$ cat config.mk
export PLATFORM = sky130hd
export DESIGN_NAME = tsn_merge
export DESIGN_NICKNAME = d
export VERILOG_FILES = /design/src/sv/tsn_pkg.sv /design/src/sv/tsn_merge.sv
export SDC_FILE = /design/constraint.sdc
export NUM_CORES = 1
export LEC_CHECK = 0
export ABC_AREA = 1
export BUFFER_PORTS_ARGS = -buffer_cell sky130_fd_sc_hd__buf_2
export CAP_MARGIN = 40
export CORE_MARGIN = 2
export CORE_UTILIZATION = 59
export DETAILED_ROUTE_END_ITERATION = 16
export PLACE_DENSITY = 0.8
export SKIP_CTS_REPAIR_TIMING = 1
export SYNTH_ARGS = -nofsm -noshare
export SYNTH_HDL_FRONTEND = slang
export SYNTH_SLANG_ARGS = --single-unit
$ cat constraint.sdc
create_clock -name clk -period 3.43 [get_ports clk]
set_clock_uncertainty 0.05 [all_clocks]
set_input_delay 0.343 -clock clk [delete_from_list [all_inputs] [get_ports clk]]
set_output_delay 0.343 -clock clk [all_outputs]
set_load 0.01 [all_outputs]
$ cat src/sv/tsn_pkg.sv
`default_nettype none
// ----------------------------------------------------------------------------
// tsn_pkg
// Shared types and codes for the tetrahedron strain norm accumulator.
// ----------------------------------------------------------------------------
package tsn_pkg;

  localparam int NORM_W  = 20;
  localparam int TOTAL_W = 28;
  localparam int THR_W   = 20;
  localparam int F_W     = 16;
  localparam int BODY_W  = 4;
  localparam int CIDX_W  = 3;

  localparam logic [CIDX_W-1:0] REG_THR_VERY_LOW  = 3'd0;
  localparam logic [CIDX_W-1:0] REG_THR_LOW       = 3'd1;
  localparam logic [CIDX_W-1:0] REG_THR_MEDIUM    = 3'd2;
  localparam logic [CIDX_W-1:0] REG_THR_HIGH      = 3'd3;
  localparam logic [CIDX_W-1:0] REG_THR_VERY_HIGH = 3'd4;

  localparam logic REQ_CLEAR = 1'b0;
  localparam logic REQ_ADD   = 1'b1;

  typedef enum logic [2:0] {
    LVL_NONE      = 3'd0,
    LVL_VERY_LOW  = 3'd1,
    LVL_LOW       = 3'd2,
    LVL_MEDIUM    = 3'd3,
    LVL_HIGH      = 3'd4,
    LVL_VERY_HIGH = 3'd5
  } level_t;

  typedef enum logic [3:0] {
    ST_CLEAR,
    ST_IDLE,
    ST_MAC,
    ST_MAG,
    ST_SQ,
    ST_SUM0,
    ST_SUM1,
    ST_ROOT,
    ST_DONE
  } state_t;

  // Control shared by all lanes.
  typedef struct packed {
    logic       acc_clr;
    logic       mul_en;
    logic [1:0] k;
    logic       acc_en;
    logic       mag_en;
    logic       sq_en;
  } lane_ctl_t;

endpackage : tsn_pkg
`default_nettype wire

$ cat src/sv/tsn_merge.sv
`default_nettype none
// ----------------------------------------------------------------------------
// tsn_merge
// Two-level registered adder tree over the nine lane squares.
// ----------------------------------------------------------------------------
module tsn_merge #(
  parameter int QW = 52,
  parameter int SW = 56
) (
  input  wire              clk,
  input  wire              en0,
  input  wire              en1,
  input  wire [QW-1:0]     sq [9],
  output logic [SW-1:0]    sum
);
  import tsn_pkg::*;

  logic [SW-1:0] part [3];

  always_ff @(posedge clk) begin
    for (int g = 0; g < 3; g++) begin
      if (en0) begin
        part[g] <= SW'(sq[3*g]) + SW'(sq[3*g+1]) + SW'(sq[3*g+2]);
      end
    end
    if (en1) begin
      sum <= part[0] + part[1] + part[2];
    end
  end

endmodule : tsn_merge
`default_nettype wire

==> reports/qor.csv <==
metric,value,unit
Cell Pwr Density,783,nW/µm²
Synth Area in Compound Gates,4.24,%
final instance area,33600,µm²
count of final setup violators,0,
layout cells sized above 1,16.0,%
multiplexer share of the synthesized area,0,%
via count,29600,
HP Class,primary input to register,
drt wl/cell,18.5,µm
Clock power frac,9.2,%
RSZ-0062 raised after global routing,false,
root buf cell,clkbuf_16,
# diodes,0,
first-pass GRT wire length,152000,µm
Worst Setup Path Type,register to register,
CP startpoint kind,register,
crit path DAT,3.28,ns
area of the die,51500,µm²
element type at the critical path end,register,
sw power,14300,µW
R2R setup slack,0.39,ns
initial antenna violation count,3,
fin util,68.6,%
Die Y,227,µm
Max-slew headroom,52.8,%
Post-Synthesis Cells,4271,
CP max FO,4,
1st-iter DRT viols,3001,
setup TNS,0,ns
PortBufs,526,
Worst Tran Pin Value,0.709,ns
Register-to-Register Path Depth,12,
post-detail-place hpwl,90600,µm
total placed cells including tap cells,5472,
LEAKAGE,0.0183,µW
hold path cells,3,
total track usage,39.4,%
vias per cell,5.37,
crit-path cells,"fa_1, ha_1, inv_1, fa_1, nor2_1, o21ai_1, nand2_1, nand3_1, nand3_1, nand2_1, nand3_1, nand2_1",
clk buf depth,3,
die width,227,µm
Placed Area,32900,µm²
Simple-Gate Fraction of Synth Area,35.3,%
initial core utilization,59.9,%
worst skew pair latency,0.55,ns
TritonCTS Sinks,218,
vias in the first global route,27500,
HP Start,sq[417],
clock slew at reported path FFs,0.06,ns
Pre-Repair DR Iteration Count,8,
fin. max-slew vios,0,
max-cap check violation count,0,
syn_nets,5162,
# fillers,4383,
Gate power share,70.4,%
# IOs,527,
"FF+latch count, synth",218,
required time worst endpoint,3.67,ns
crit-path max cell delay,0.61,ns
Final Wtd Congestion,1.08,
fin cells,5513,
Max Clk Rate,0.329,GHz
Clock H-tree levels,1,
Critical R2R Launch,part[0][1],
final wirelength,102000,µm
critical path buffer and inverter count,1,
CP top delay family,adder cells,
CTS tree,yes,
period utilization,88.6,%
nets,5724,
post-route ant nets,0,
Adder-Cell Fraction of Synth Area,23.4,%
Area Overhead vs Synth,14.6,%
largest net degree at the start of global routing,73,
Sw Ratio,54.4,%
Synth warnings,0,
maximum vdd drop,0.000464,V
"Hold Vio Cnt, Final",0,
Period minus WS final,3.04,ns
largest family of logic cells by synthesized area,simple AND/OR/NAND/NOR gates,
Hold Path End,part[0][1],
Syn Area/Cell,6.87,µm²
synth unique cells,36,
total CTS buffers,23,
Internal Power,12000,µW
status,completed,
register area share after synthesis,22.3,%
Flop pwr share,20.4,%
hold_ws,0.257,ns
reg2reg end,sum[41],
remaining global-route overflow,0,
Residual DRC,0,
Cell Rows,81,
Core Footprint,49000,µm²
xor-xnor portion of the synthesized cell area,3.64,%
Synth Cell Area,29300,µm²
CP max-delay cell,fa_1,
[routing by layer]
layer	vias up	global-route usage [%]	wire length (µm)	part of all wire (%)
li1	14300	-	-	-
met1	13500	55.1	41900	41
met2	1586	62.5	45200	44
met3	195	5.96	10700	11
met4	0	13.6	3980	3.9
met5	-	0	0	0
[cell usage in the layout, fill, tap and decap left out, types with 36 or more instances in the layout]
master	netlist	final
nor2_1	296	296
nor2_2	60	60
nand2_2	57	57
nor3_1	36	36
nand2_1	1610	1610
ha_1	206	206
nand3_1	208	208
nand4_1	50	50
edfxtp_1	218	218
a21oi_1	148	148
inv_1	840	840
xor2_1	109	109
fa_1	214	214
buf_2	0	525
[cells by family after synthesis]
family / count (synthesis)
AOI/OAI and AO/OA: 222
xor gates and xnor gates: 122
adders and majority gates: 420
buffers and inverters: 865
DFF: 218
and+or+nand+nor: 2424
[power groups by stage]
stage	Combinational (µW)	Sequential, µW	Clock [µW]
floorplan	12000	5210	0
detailed placement	17900	5400	0
global placement	17600	5360	0
finish	18500	5360	2430
CTS	18000	5350	2430
global route	20400	5420	2530
[registers in the layout, summed over array words and instances, names as in the netlist]
signal	count
part	162
sum	56
[worst reg2reg max path, stage by stage, from the launching register on]
cell	delay, ns
edfxtp_1	0.41
fa_1	0.61
ha_1	0.24
inv_1	0.08
fa_1	0.50
nor2_1	0.16
o21ai_1	0.07
nand2_1	0.16
nand3_1	0.11
nand3_1	0.17
nand2_1	0.10
nand3_1	0.08
nand2_1	0.08
[cells in the mapped netlist (all sizes together)]
master,number,area (µm²)
a211oi,3,22.5
a21boi,5,37.5
a21o,7,52.6
a21oi,150,758
and2,24,151
and3,4,25.0
clkinv,1,3.75
edfxtp,218,6550
fa,214,4280
ha,206,2580
inv,864,3240
nand2,1667,6400
nand3,232,1280
nand3b,8,60.1
nand4,50,313
nor2,366,1600
nor3,53,382
nor3b,3,37.5
nor4,10,62.6
o21a,10,75.1
o21ai,22,110
o21bai,25,188
or2,7,43.8
xnor2,13,114
xor2,109,955
[layout make-up]
type	instances	area, µm²	share of cell area (%)
Inverter	865	3250	9.67
Multi-Input combinational cell	3188	19500	58.1
Timing Repair Buffer	537	2730	8.14
Clock buffer	28	594	1.77
Sequential cell	218	6550	19.5
Tap cell	664	831	2.47
Clock inverter	13	113	0.335
[worst max path at each step]
| stage | startpoint | end | slack, ns | cells past startpoint |
|---|---|---|---|---|
| finish | part[0][1] | sum[41] | 0.39 | 12 |
| global route | part[0][1] | sum[49] | 0.20 | 12 |
| CTS | part[0][1] | sum[49] | 0.40 | 12 |
| detailed placement | sq[313] | part[0][41] | 0.13 | 14 |
| global placement | sq[313] | part[0][41] | 0.15 | 14 |
| floorplan | part[0][1] | sum[41] | 0.86 | 12 |
[through the flow]
stage                     total power [µW]  worst slack, ns
after CTS                            25800            0.403
final                                26300            0.392
after global placement               22900            0.146
after detailed placement             23300            0.128
after global routing                 28400            0.198
after floorplan                      17200            0.858
Note: power is estimated with default switching activity, not from simulation.
