$ cat config.mk
export PLATFORM = sky130hd
export DESIGN_NAME = tsn_isqrt
export DESIGN_NICKNAME = d
export VERILOG_FILES = /design/src/sv/tsn_pkg.sv /design/src/sv/tsn_isqrt.sv
export SDC_FILE = /design/constraint.sdc
export NUM_CORES = 1
export LEC_CHECK = 0
export BUFFER_PORTS_ARGS = -buffer_cell sky130_fd_sc_hd__buf_2
export CORE_MARGIN = 5
export CORE_UTILIZATION = 45
export DETAILED_ROUTE_END_ITERATION = 12
export PLACE_DENSITY_LB_ADDON = 0.1
export SLEW_MARGIN = 20
export SYNTH_ARGS = -nofsm -noshare
export SYNTH_HDL_FRONTEND = slang
export SYNTH_SLANG_ARGS = --single-unit
$ cat constraint.sdc
create_clock -name clk -period 2.3 [get_ports clk]
set_input_delay 0.23 -clock clk [delete_from_list [all_inputs] [get_ports clk]]
set_output_delay 0.23 -clock clk [all_outputs]
set_load 0.01 [all_outputs]
$ cat src/sv/tsn_pkg.sv
`default_nettype none
// ----------------------------------------------------------------------------
// tsn_pkg
// Shared types and codes for the tetrahedron strain norm accumulator.
// ----------------------------------------------------------------------------
package tsn_pkg;

  localparam int NORM_W  = 20;
  localparam int TOTAL_W = 28;
  localparam int THR_W   = 20;
  localparam int F_W     = 16;
  localparam int BODY_W  = 4;
  localparam int CIDX_W  = 3;

  localparam logic [CIDX_W-1:0] REG_THR_VERY_LOW  = 3'd0;
  localparam logic [CIDX_W-1:0] REG_THR_LOW       = 3'd1;
  localparam logic [CIDX_W-1:0] REG_THR_MEDIUM    = 3'd2;
  localparam logic [CIDX_W-1:0] REG_THR_HIGH      = 3'd3;
  localparam logic [CIDX_W-1:0] REG_THR_VERY_HIGH = 3'd4;

  localparam logic REQ_CLEAR = 1'b0;
  localparam logic REQ_ADD   = 1'b1;

  typedef enum logic [2:0] {
    LVL_NONE      = 3'd0,
    LVL_VERY_LOW  = 3'd1,
    LVL_LOW       = 3'd2,
    LVL_MEDIUM    = 3'd3,
    LVL_HIGH      = 3'd4,
    LVL_VERY_HIGH = 3'd5
  } level_t;

  typedef enum logic [3:0] {
    ST_CLEAR,
    ST_IDLE,
    ST_MAC,
    ST_MAG,
    ST_SQ,
    ST_SUM0,
    ST_SUM1,
    ST_ROOT,
    ST_DONE
  } state_t;

  // Control shared by all lanes.
  typedef struct packed {
    logic       acc_clr;
    logic       mul_en;
    logic [1:0] k;
    logic       acc_en;
    logic       mag_en;
    logic       sq_en;
  } lane_ctl_t;

endpackage : tsn_pkg
`default_nettype wire

$ cat src/sv/tsn_isqrt.sv
`default_nettype none
// ----------------------------------------------------------------------------
// tsn_isqrt
// Restoring integer square root, one root bit per cycle.
// ----------------------------------------------------------------------------
module tsn_isqrt #(
  parameter int SW = 56
) (
  input  wire               clk,
  input  wire               rst,
  input  wire               start,
  input  wire  [SW-1:0]     s_in,
  output logic              done,
  output logic [SW/2-1:0]   root
);
  import tsn_pkg::*;

  localparam int RW = SW / 2;
  localparam int CW = $clog2(RW + 1);

  logic [SW-1:0]  sreg;
  logic [RW:0]    rem;
  logic [CW-1:0]  cnt;
  logic           run;
  logic [RW+2:0]  rem_sh;
  logic [RW+2:0]  trial;
  logic           take;

  always_comb begin
    rem_sh = {rem, sreg[SW-1:SW-2]};
    trial  = {1'b0, root, 2'b01};
    take   = rem_sh >= trial;
  end

  always_ff @(posedge clk) begin
    if (rst) begin
      run  <= 1'b0;
      done <= 1'b0;
      cnt  <= '0;
    end else begin
      done <= 1'b0;
      if (start) begin
        run <= 1'b1;
        cnt <= '0;
      end else if (run) begin
        cnt <= cnt + 1'b1;
        if (cnt == CW'(RW - 1)) begin
          run  <= 1'b0;
          done <= 1'b1;
        end
      end
    end
    if (start) begin
      sreg <= s_in;
      rem  <= '0;
      root <= '0;
    end else if (run) begin
      sreg <= sreg << 2;
      if (take) begin
        rem  <= (RW+1)'(rem_sh - trial);
        root <= {root[RW-2:0], 1'b1};
      end else begin
        rem  <= (RW+1)'(rem_sh);
        root <= {root[RW-2:0], 1'b0};
      end
    end
  end

endmodule : tsn_isqrt
`default_nettype wire

==> metrics <==
failing checks setup timing; Slew headroom 0.5364; core area roughly 0.014 mm^2; setup_tns -3.562 ns; Area after DPL ~0.0084 mm^2; Clock Sinks between 100 and 150; DRT iter0 DRCs around 290; Synth Register Bits 120; Worst Hold Depth 2; final instance area ~0.0094 mm^2; total wire length 15.99 mm; hold crit path type input pin to flip-flop; Syn Nets between 700 and 800; setup slack at placement -0.2645 ns; Critical Path Source Type flip-flop; minimum clock period 2.491 ns; # DRC 0; Synth Instances ~640; ys async rst share 0; CTS tree done; critical path required time approximately 2.6 ns; IO buf count 87; CTS clk-pin slew, worst paths roughly 0.060 ns; PwrDens 1290 mW/mm^2; Ys Warns 0; crit path DAT around 2.8 ns; crit end category flip-flop; grt total ovfl 0; met1 usage 0.2316; fin crit share 1.083; Syn-to-layout area delta 43.66%; Tot GR Track Use 0.1964; antenna violations before repair 0; share of layout cells above drive strength 1 0.4926; most common cell in the netlist nor2_1; RSZ-0062 raised after global routing true; PnR Total Power between 0.01 and 0.015 W; GP Congestion 0.8520; Antenna Nets Post-Route 0; area share of the largest cell type after synthesis 0.2557; ys flop type dfxtp_1; VDD IR max between 1 and 1.5 mV; Pleak 3.995 nW; Slew Limit Fails 0; Max clock buf depth 2; routing usage on met3 0.06585; Die Width 130.9 um; drt via density about 5.2; top post-synthesis cells by area edfxtp_1 26%, dfxtp_1 19%, mux2_2 9.2%; sequential fraction of the synthesis area 0.4504; final setup fails 28; vias in the first global route a little under 6000; Layout fillers approximately 1200; routed len/inst roughly 15 um; critical path class flip-flop to flip-flop; die height 130.9 um; synthesized area between 0.006 and 0.007 mm^2; H-tree Lvls 4; clock root buffer master clkbuf_16; hold slack roughly 0.096 ns; HPWL after DPL approximately 11 mm; starting density of the core 0.4560; first-pass GRT wire length between 20 and 30 mm; Worst R2R Path Depth 11; FP Rows 44; io pins 88; MaxCap Viol Count 0; largest net degree at the start of global routing ~90; GRT busiest layer met2; Avg Synthesized Cell Area approximately 10 um^2; top cells by count, synth 84 x nor2_1, 64 x dfxtp_1, 56 x edfxtp_1; routed vias roughly 5500; status finished, violations left; drt pass-1 iters 4; worst skew pair latency around 0.42 ns; cell taking the most area after synthesis edfxtp_1; cts bufs inserted 17; worst slew pin tran 0.6954 ns; clock skew between 0.006 and 0.007 ns; Max FO, Critical Path 8; EDFF count, synth 56; GR Layer Usage met2 0.3395; final worst setup slack -0.1913 ns; final hold vios 0; # diodes 0; Synth cell types 59; Fmax between 400 and 500 MHz; NumNets Final between 900 and 1000; Die ar. between 0.015 and 0.02 mm^2
through the flow:
stage	instances	util
5_1_grt	1061	0.6551
3_5_place_dp	1012	0.5789
2_1_floorplan	639	-
6_report	1061	0.6551
3_3_place_gp	1012	0.5789
4_1_cts	1057	0.6384
power by group:
group          total, W  switching (W)  leakage (nW)  internal (W)
Clock           0.00258        0.00107         0.270       0.00151
Combinational   0.00692        0.00320          2.63       0.00372
Sequential      0.00269       0.000165          1.10       0.00253
area by class of cell:
| type | instances | area, um^2 | area share |
|---|---|---|---|
| sequential | 120 | 2994 | 0.3169 |
| clock inverter | 14 | 138.9 | 0.01470 |
| multi-input combinational | 449 | 3860 | 0.4085 |
| tap | 184 | 230.2 | 0.02436 |
| timing repair buffer | 238 | 1650 | 0.1747 |
| inverter | 38 | 146.4 | 0.01549 |
| clock buffer | 18 | 429.2 | 0.04542 |
worst max-delay path, stage by stage, from the launching register on:
cell,delay [ns]
dfxtp_2,0.33
inv_2,0.05
ha_4,0.24
o211ai_1,0.19
o21ai_2,0.10
o2111ai_2,0.21
nand4_1,0.11
nor2b_4,0.15
a211o_1,0.35
buf_12,0.17
and3_4,0.17
a2111oi_4,0.31
cell families (layout without fill, tap and decap cells):
kind of cell	Yosys count	count (layout)	synth area share
DFF	120	120	0.4504
muxes	102	102	0.1655
adders and majority gates	31	31	0.05897
xor gates and xnor gates	25	25	0.03329
AOI/OAI and AO/OA	123	123	0.1314
and+or+nand+nor	168	168	0.1160
buffers and inverters	70	308	0.04432
timing repair:
action | in CTS | in global routing
hold buffers | 1 | 0
setup buffers | 13 | 6
endpoints found under the setup margin | 30 | 30
hold endpoints to repair | 1 | 0
resized for setup | 42 | 42
pin swaps | 36 | 17
final timing paths:
path | startpoint | slack, ns | endpoint
setup / recovery | root[0] | -0.19 | rem[13]
hold / removal | s_in[1] | 0.1 | sreg[1]
setup reg to reg | root[0] | -0.19 | rem[13]
hold reg to reg | rem[27] | 0.49 | rem[27]
flip-flops by register name (all words and copies together) (netlist names):
signal and count:
sreg 56, root 28, done 1, rem 29
run 1, cnt 5
cell usage in the layout, fill, tap and decap left out, types with 14 or more instances in the layout:
master	count
mux2i_1	43
nor2_1	82
buf_2	86
o21ai_0	14
xnor2_1	15
dfxtp_2	22
a211oi_1	15
edfxtp_1	56
dfxtp_1	41
inv_1	29
nand2_1	34
clkbuf_16	17
ha_4	21
mux2_2	54
a21oi_1	23
buf_4	140
layer usage:
layer,part of all wire,wire length (um)
met5,0,0
met4,0.016,248
met3,0.048,772
met2,0.50,8041
met1,0.43,6928
Note: power is estimated with default switching activity, not from simulation.
