**config.mk**
```make
export PLATFORM = sky130hd
export DESIGN_NAME = tsn_lane
export DESIGN_NICKNAME = d
export VERILOG_FILES = /design/src/sv/tsn_pkg.sv /design/src/sv/tsn_lane.sv
export SDC_FILE = /design/constraint.sdc
export NUM_CORES = 2
export LEC_CHECK = 0
export ABC_AREA = 1
export ABC_CLOCK_PERIOD_IN_PS = 16900
export BUFFER_PORTS_ARGS = -buffer_cell sky130_fd_sc_hd__clkbuf_2
export CAP_MARGIN = 40
export CORE_ASPECT_RATIO = 1.75
export CORE_UTILIZATION = 64
export DETAILED_ROUTE_END_ITERATION = 12
export GPL_TIMING_DRIVEN = 1
export PLACE_DENSITY = 0.89
export SLEW_MARGIN = 25
export SYNTH_ARGS = -nofsm -noshare
export SYNTH_HDL_FRONTEND = slang
export SYNTH_SLANG_ARGS = --single-unit
```
**constraint.sdc**
```tcl
create_clock -name clk -period 16.9 [get_ports clk]
set_clock_uncertainty 0.1 [all_clocks]
set_input_delay 2.535 -clock clk [delete_from_list [all_inputs] [get_ports clk]]
set_output_delay 2.535 -clock clk [all_outputs]
set_load 0.01 [all_outputs]
```
**src/sv/tsn_pkg.sv**
```systemverilog
`default_nettype none
// ----------------------------------------------------------------------------
// tsn_pkg
// Shared types and codes for the tetrahedron strain norm accumulator.
// ----------------------------------------------------------------------------
package tsn_pkg;

  localparam int NORM_W  = 20;
  localparam int TOTAL_W = 28;
  localparam int THR_W   = 20;
  localparam int F_W     = 16;
  localparam int BODY_W  = 4;
  localparam int CIDX_W  = 3;

  localparam logic [CIDX_W-1:0] REG_THR_VERY_LOW  = 3'd0;
  localparam logic [CIDX_W-1:0] REG_THR_LOW       = 3'd1;
  localparam logic [CIDX_W-1:0] REG_THR_MEDIUM    = 3'd2;
  localparam logic [CIDX_W-1:0] REG_THR_HIGH      = 3'd3;
  localparam logic [CIDX_W-1:0] REG_THR_VERY_HIGH = 3'd4;

  localparam logic REQ_CLEAR = 1'b0;
  localparam logic REQ_ADD   = 1'b1;

  typedef enum logic [2:0] {
    LVL_NONE      = 3'd0,
    LVL_VERY_LOW  = 3'd1,
    LVL_LOW       = 3'd2,
    LVL_MEDIUM    = 3'd3,
    LVL_HIGH      = 3'd4,
    LVL_VERY_HIGH = 3'd5
  } level_t;

  typedef enum logic [3:0] {
    ST_CLEAR,
    ST_IDLE,
    ST_MAC,
    ST_MAG,
    ST_SQ,
    ST_SUM0,
    ST_SUM1,
    ST_ROOT,
    ST_DONE
  } state_t;

  // Control shared by all lanes.
  typedef struct packed {
    logic       acc_clr;
    logic       mul_en;
    logic [1:0] k;
    logic       acc_en;
    logic       mag_en;
    logic       sq_en;
  } lane_ctl_t;

endpackage : tsn_pkg
`default_nettype wire

```
**src/sv/tsn_lane.sv**
```systemverilog
`default_nettype none
// ----------------------------------------------------------------------------
// tsn_lane
// One entry of E: dot product of two columns of F, accumulated term by term, minus
// the identity on the diagonal, scaled magnitude, then squared.
// ----------------------------------------------------------------------------
module tsn_lane #(
  parameter int FRAC_BITS = 12,
  parameter int DW        = 35,
  parameter int MW        = 26,
  parameter bit DIAG      = 1'b0
) (
  input  wire                           clk,
  input  wire tsn_pkg::lane_ctl_t       ctl,
  input  wire logic signed [15:0]       col_a [3],
  input  wire logic signed [15:0]       col_b [3],
  output logic [2*MW-1:0]               sq
);
  import tsn_pkg::*;

  localparam logic signed [DW-1:0] ONE = DIAG ? (DW'(1) << (2*FRAC_BITS)) : '0;

  logic signed [31:0]   prod;
  logic signed [DW-1:0] acc;
  logic signed [DW-1:0] d;
  logic        [DW-1:0] dabs;
  logic        [MW-1:0] m;

  always_comb begin
    d    = acc - ONE;
    dabs = d[DW-1] ? DW'(-d) : DW'(d);
  end

  always_ff @(posedge clk) begin
    if (ctl.mul_en) begin
      prod <= col_a[ctl.k] * col_b[ctl.k];
    end
    if (ctl.acc_clr) begin
      acc <= '0;
    end else if (ctl.acc_en) begin
      acc <= acc + {{(DW-32){prod[31]}}, prod};
    end
    if (ctl.mag_en) begin
      m <= MW'(dabs >> (FRAC_BITS - 3));
    end
    if (ctl.sq_en) begin
      sq <= {{MW{1'b0}}, m} * {{MW{1'b0}}, m};
    end
  end

endmodule : tsn_lane
`default_nettype wire

```
==> flow_results.org <==
** Route
- After detailed routing, the average wire length per cell comes to 20.1 um.
- Number of detailed-route iterations in the first pass :: 13
- Sum of routed wire length over all layers :: 114000 um
- Summing over every cut layer, the via total after detailed routing is 32000.
- First DRT Iteration DRCs :: 2014
- Drc violations :: 4
- Via/cell ratio :: 5.64
- In this run the remaining antenna-violating nets after routing total 0.

** Placement
- The count of buffers added on input and output ports is 154.
- Once detailed placement completed, the half-perimeter wirelength came to 95000 um.
- The congestion estimate from routability-driven global placement came to 1.01.
- Counting tap cells, the placed design contains a total of 5641 instances.

** Yosys
- Distinct cell type count after synthesis :: 50
- Count of flip-flops with a built-in enable after synthesis :: 109
- Count of state elements after synthesis :: 144
- For this run, asynchronously set or reset flops after synthesis account for 0%.
- The most used flip-flop cell after synthesis is edfxtp_1.
- Per-instance average area after synthesis :: 8.08 um2
- In this run the cell area of the synthesized design comes to 38700 um2.
- The synthesized netlist devotes 6.17% of its cell area to compound gates.
- Net Count, Synth :: 5989
- Yosys warns :: 0
- Synthesis produced 4794 cells.
- Of the post-synthesis cell area, the part taken by muxes is 0%.
- Summing the areas of all fa, ha and maj instances in the mapped netlist gives 50.3% of the synthesized area.
- Sequential-to-total area share from yosys stat :: 10.3%
- Share of synthesized cell area in and, or, nand and nor gates :: 15.1%
- Dominant combinational cell family by area after synthesis :: adder cells
- Summing the areas of all xor and xnor instances in the mapped netlist gives 2.76% of the synthesized area.

** Critical path
- Sort of element at the start of the critical path :: input pin
- Data on the critical path is required at its endpoint by 17.02 ns.
- Worst R2R Path Depth :: 24
- The critical path in this run is classified as in2reg.
- STA classifies the critical path endpoint as a flop.
- Worst path arrival time :: 9.57 ns
- Startpoint of the worst-slack reg-to-reg timing path :: m[3]
- Setup slack, reg-to-reg :: 9.53 ns
- Crit Path Max Fanout :: 34
- The worst register-to-register path ends at sq[37].

** Clocking
- CTS sink count :: 144
- Clock buffer count from CTS :: 17
- Root Buffer Master :: clkbuf_16
- After clock tree synthesis, the clock-pin slew on the worst setup and hold paths is 0.07 ns.
- TritonCTS built the clock tree.
- H-tree depth :: 4
- Cts-stage hold buffer count :: 0
- Buffers from clock root to sink, at most :: 2
- At the later pin of the worst-skew pair, clock insertion delay measures 0.47 ns.
- Once the clock tree was built, the resizer swapped 0 gates to a different size.
- After clock tree synthesis, the setup repair step added 0 buffers.

** Global route
- Entering global routing, the biggest net connects 52 pins.
- Global routing used 39.1% of the available tracks across all layers.
- The first global-routing pass estimated 182000 um of wire.
- Global routing finished with a remaining overflow of 0.
- Antenna violations before repair :: 0
- The via count of the first global-routing pass came to 36500.

** Job
- Across the run, the number of max-cap violations was 0.

** Floorplanning
- Starting density of the core :: 64.5%
- I/O pins :: 156
- Core area :: 60000 um2
- The floorplan step set the die width to 188 um.
- The die is 327 um tall.
- Die footprint :: 61500 um2
- FP Rows :: 119

** Timing
- Number of failing hold endpoints at the final stage :: 0
- Static timing analysis puts the maximum clock frequency at 106 MHz.
- Max-slew violation count :: 0
- Tcrit/Tclk final :: 55.9%
- After routing, the total negative slack on setup checks comes to 0 ns.
- # setup viols final :: 0
- At the pin with the least slew margin, the transition time is 0.914 ns.
- Worst max-slew margin expressed relative to the limit :: 39.1%
- Post-layout minimum cycle time :: 9.45 ns
- RSZ-0062 raised after global routing :: false

** Layout
- Post-layout nets :: 6073
- In the layout the commonest cells are 1424 x inv_1, 1003 x nand2_1, 776 x fa_1.
- The area growth from synthesis to layout is 5.64%.
- The finished layout holds 5678 standard cells, fillers aside.
- Fill cells in the final layout number 4616.
- Leaving out fill and tap cells, the most frequent cell in the layout is inv_1.
- Fraction of layout cells with a size suffix above 1 :: 6.40%

** Worst hold path
- Min-Delay Endpoint :: acc[1]
- Class of the tightest hold or removal check :: reg2reg
- Min-Delay Startpoint :: acc[1]
- The worst hold path was traced through 2 stages.

** Status
- The run finished, with violations left.
- Failing checks :: DRC
[logic make-up after synthesis]
logic type      Yosys count
other cells               1
buf+inv                1578
compound gates          400
xor+xnor                122
flops                   144
fa+ha+maj              1091
simple gates           1458
[final cells by class]
cell class	instances	area [um2]	area share, %
inverter	1442	5410	13.2
sequential	144	3970	9.71
multi-input combinational	3072	28800	70.3
clock buffer	17	425	1.04
timing repair buffer	201	1150	2.82
clock inverter	15	188	0.459
antenna	1	2.50	0.00612
tap	786	983	2.40
[critical path, cell delays in order]
cell	delay, ns
clkbuf_2	0.32
nor2_2	0.68
buf_4	0.35
nand2_1	0.09
o21ai_2	0.06
buf_4	0.25
nand2_1	0.13
inv_1	0.15
fa_1	0.49
fa_1	0.89
inv_1	0.12
fa_1	0.50
inv_1	0.05
fa_1	0.52
inv_1	0.05
fa_1	0.47
inv_1	0.05
fa_1	0.44
ha_1	0.39
nand2_1	0.12
o21ai_0	0.25
a21oi_1	0.08
or2_2	0.29
nand3_1	0.10
nand2_1	0.06
inv_1	0.07
nor2_1	0.03
[cells in the mapped netlist, drive strengths merged, types with 24 or more instances]
library cell | n | area, um2
buf | 43 | 219
o21ai | 152 | 825
or2 | 31 | 194
inv | 1442 | 5410
edfxtp | 109 | 3270
fa | 776 | 15500
xnor2 | 33 | 289
nand2 | 1006 | 3780
a21oi | 164 | 821
nor2 | 265 | 1010
nand4 | 24 | 150
xor2 | 89 | 780
nand3 | 98 | 490
dfxtp | 35 | 701
clkbuf | 93 | 350
nor3 | 24 | 120
ha | 315 | 3940
[layer usage]
layer | track usage, % | wire length [um]
met4 | 39.6 | 13900
met3 | 6.64 | 6270
met1 | 33.0 | 31800
met2 | 74.2 | 62400
met5 | 0 | 0
[metrics by stage]
step | area (um2) | setup slack, ns | hold WS (ns) | util (%)
after floorplan | 38700 | 8.43 | 0.324 | -
after global placement | 40200 | 7.06 | 0.411 | 67.0
after global routing | 40900 | 6.94 | 0.490 | 68.2
final | 40900 | 7.45 | 0.457 | 68.2
after CTS | 40900 | 7.48 | 0.454 | 68.1
after detailed placement | 40200 | 7.01 | 0.434 | 67.1
[how the worst max path moves through the flow]
stage,start,end,slack [ns]
2_1_floorplan,ctl[4],prod[31],8.43
3_3_place_gp,ctl[3],prod[31],7.06
3_5_place_dp,ctl[3],prod[31],7.01
4_1_cts,ctl[3],prod[31],7.48
5_1_grt,ctl[3],prod[29],6.94
6_report,ctl[3],prod[31],7.45
[registers in the layout, summed over array words and instances (netlist names)]
register,flops
acc,35
m,26
prod,32
sq,51
Power is left out: the tool's default activity adds up to more than one toggle a clock period on the data nets, which glitch-free logic cannot reach.
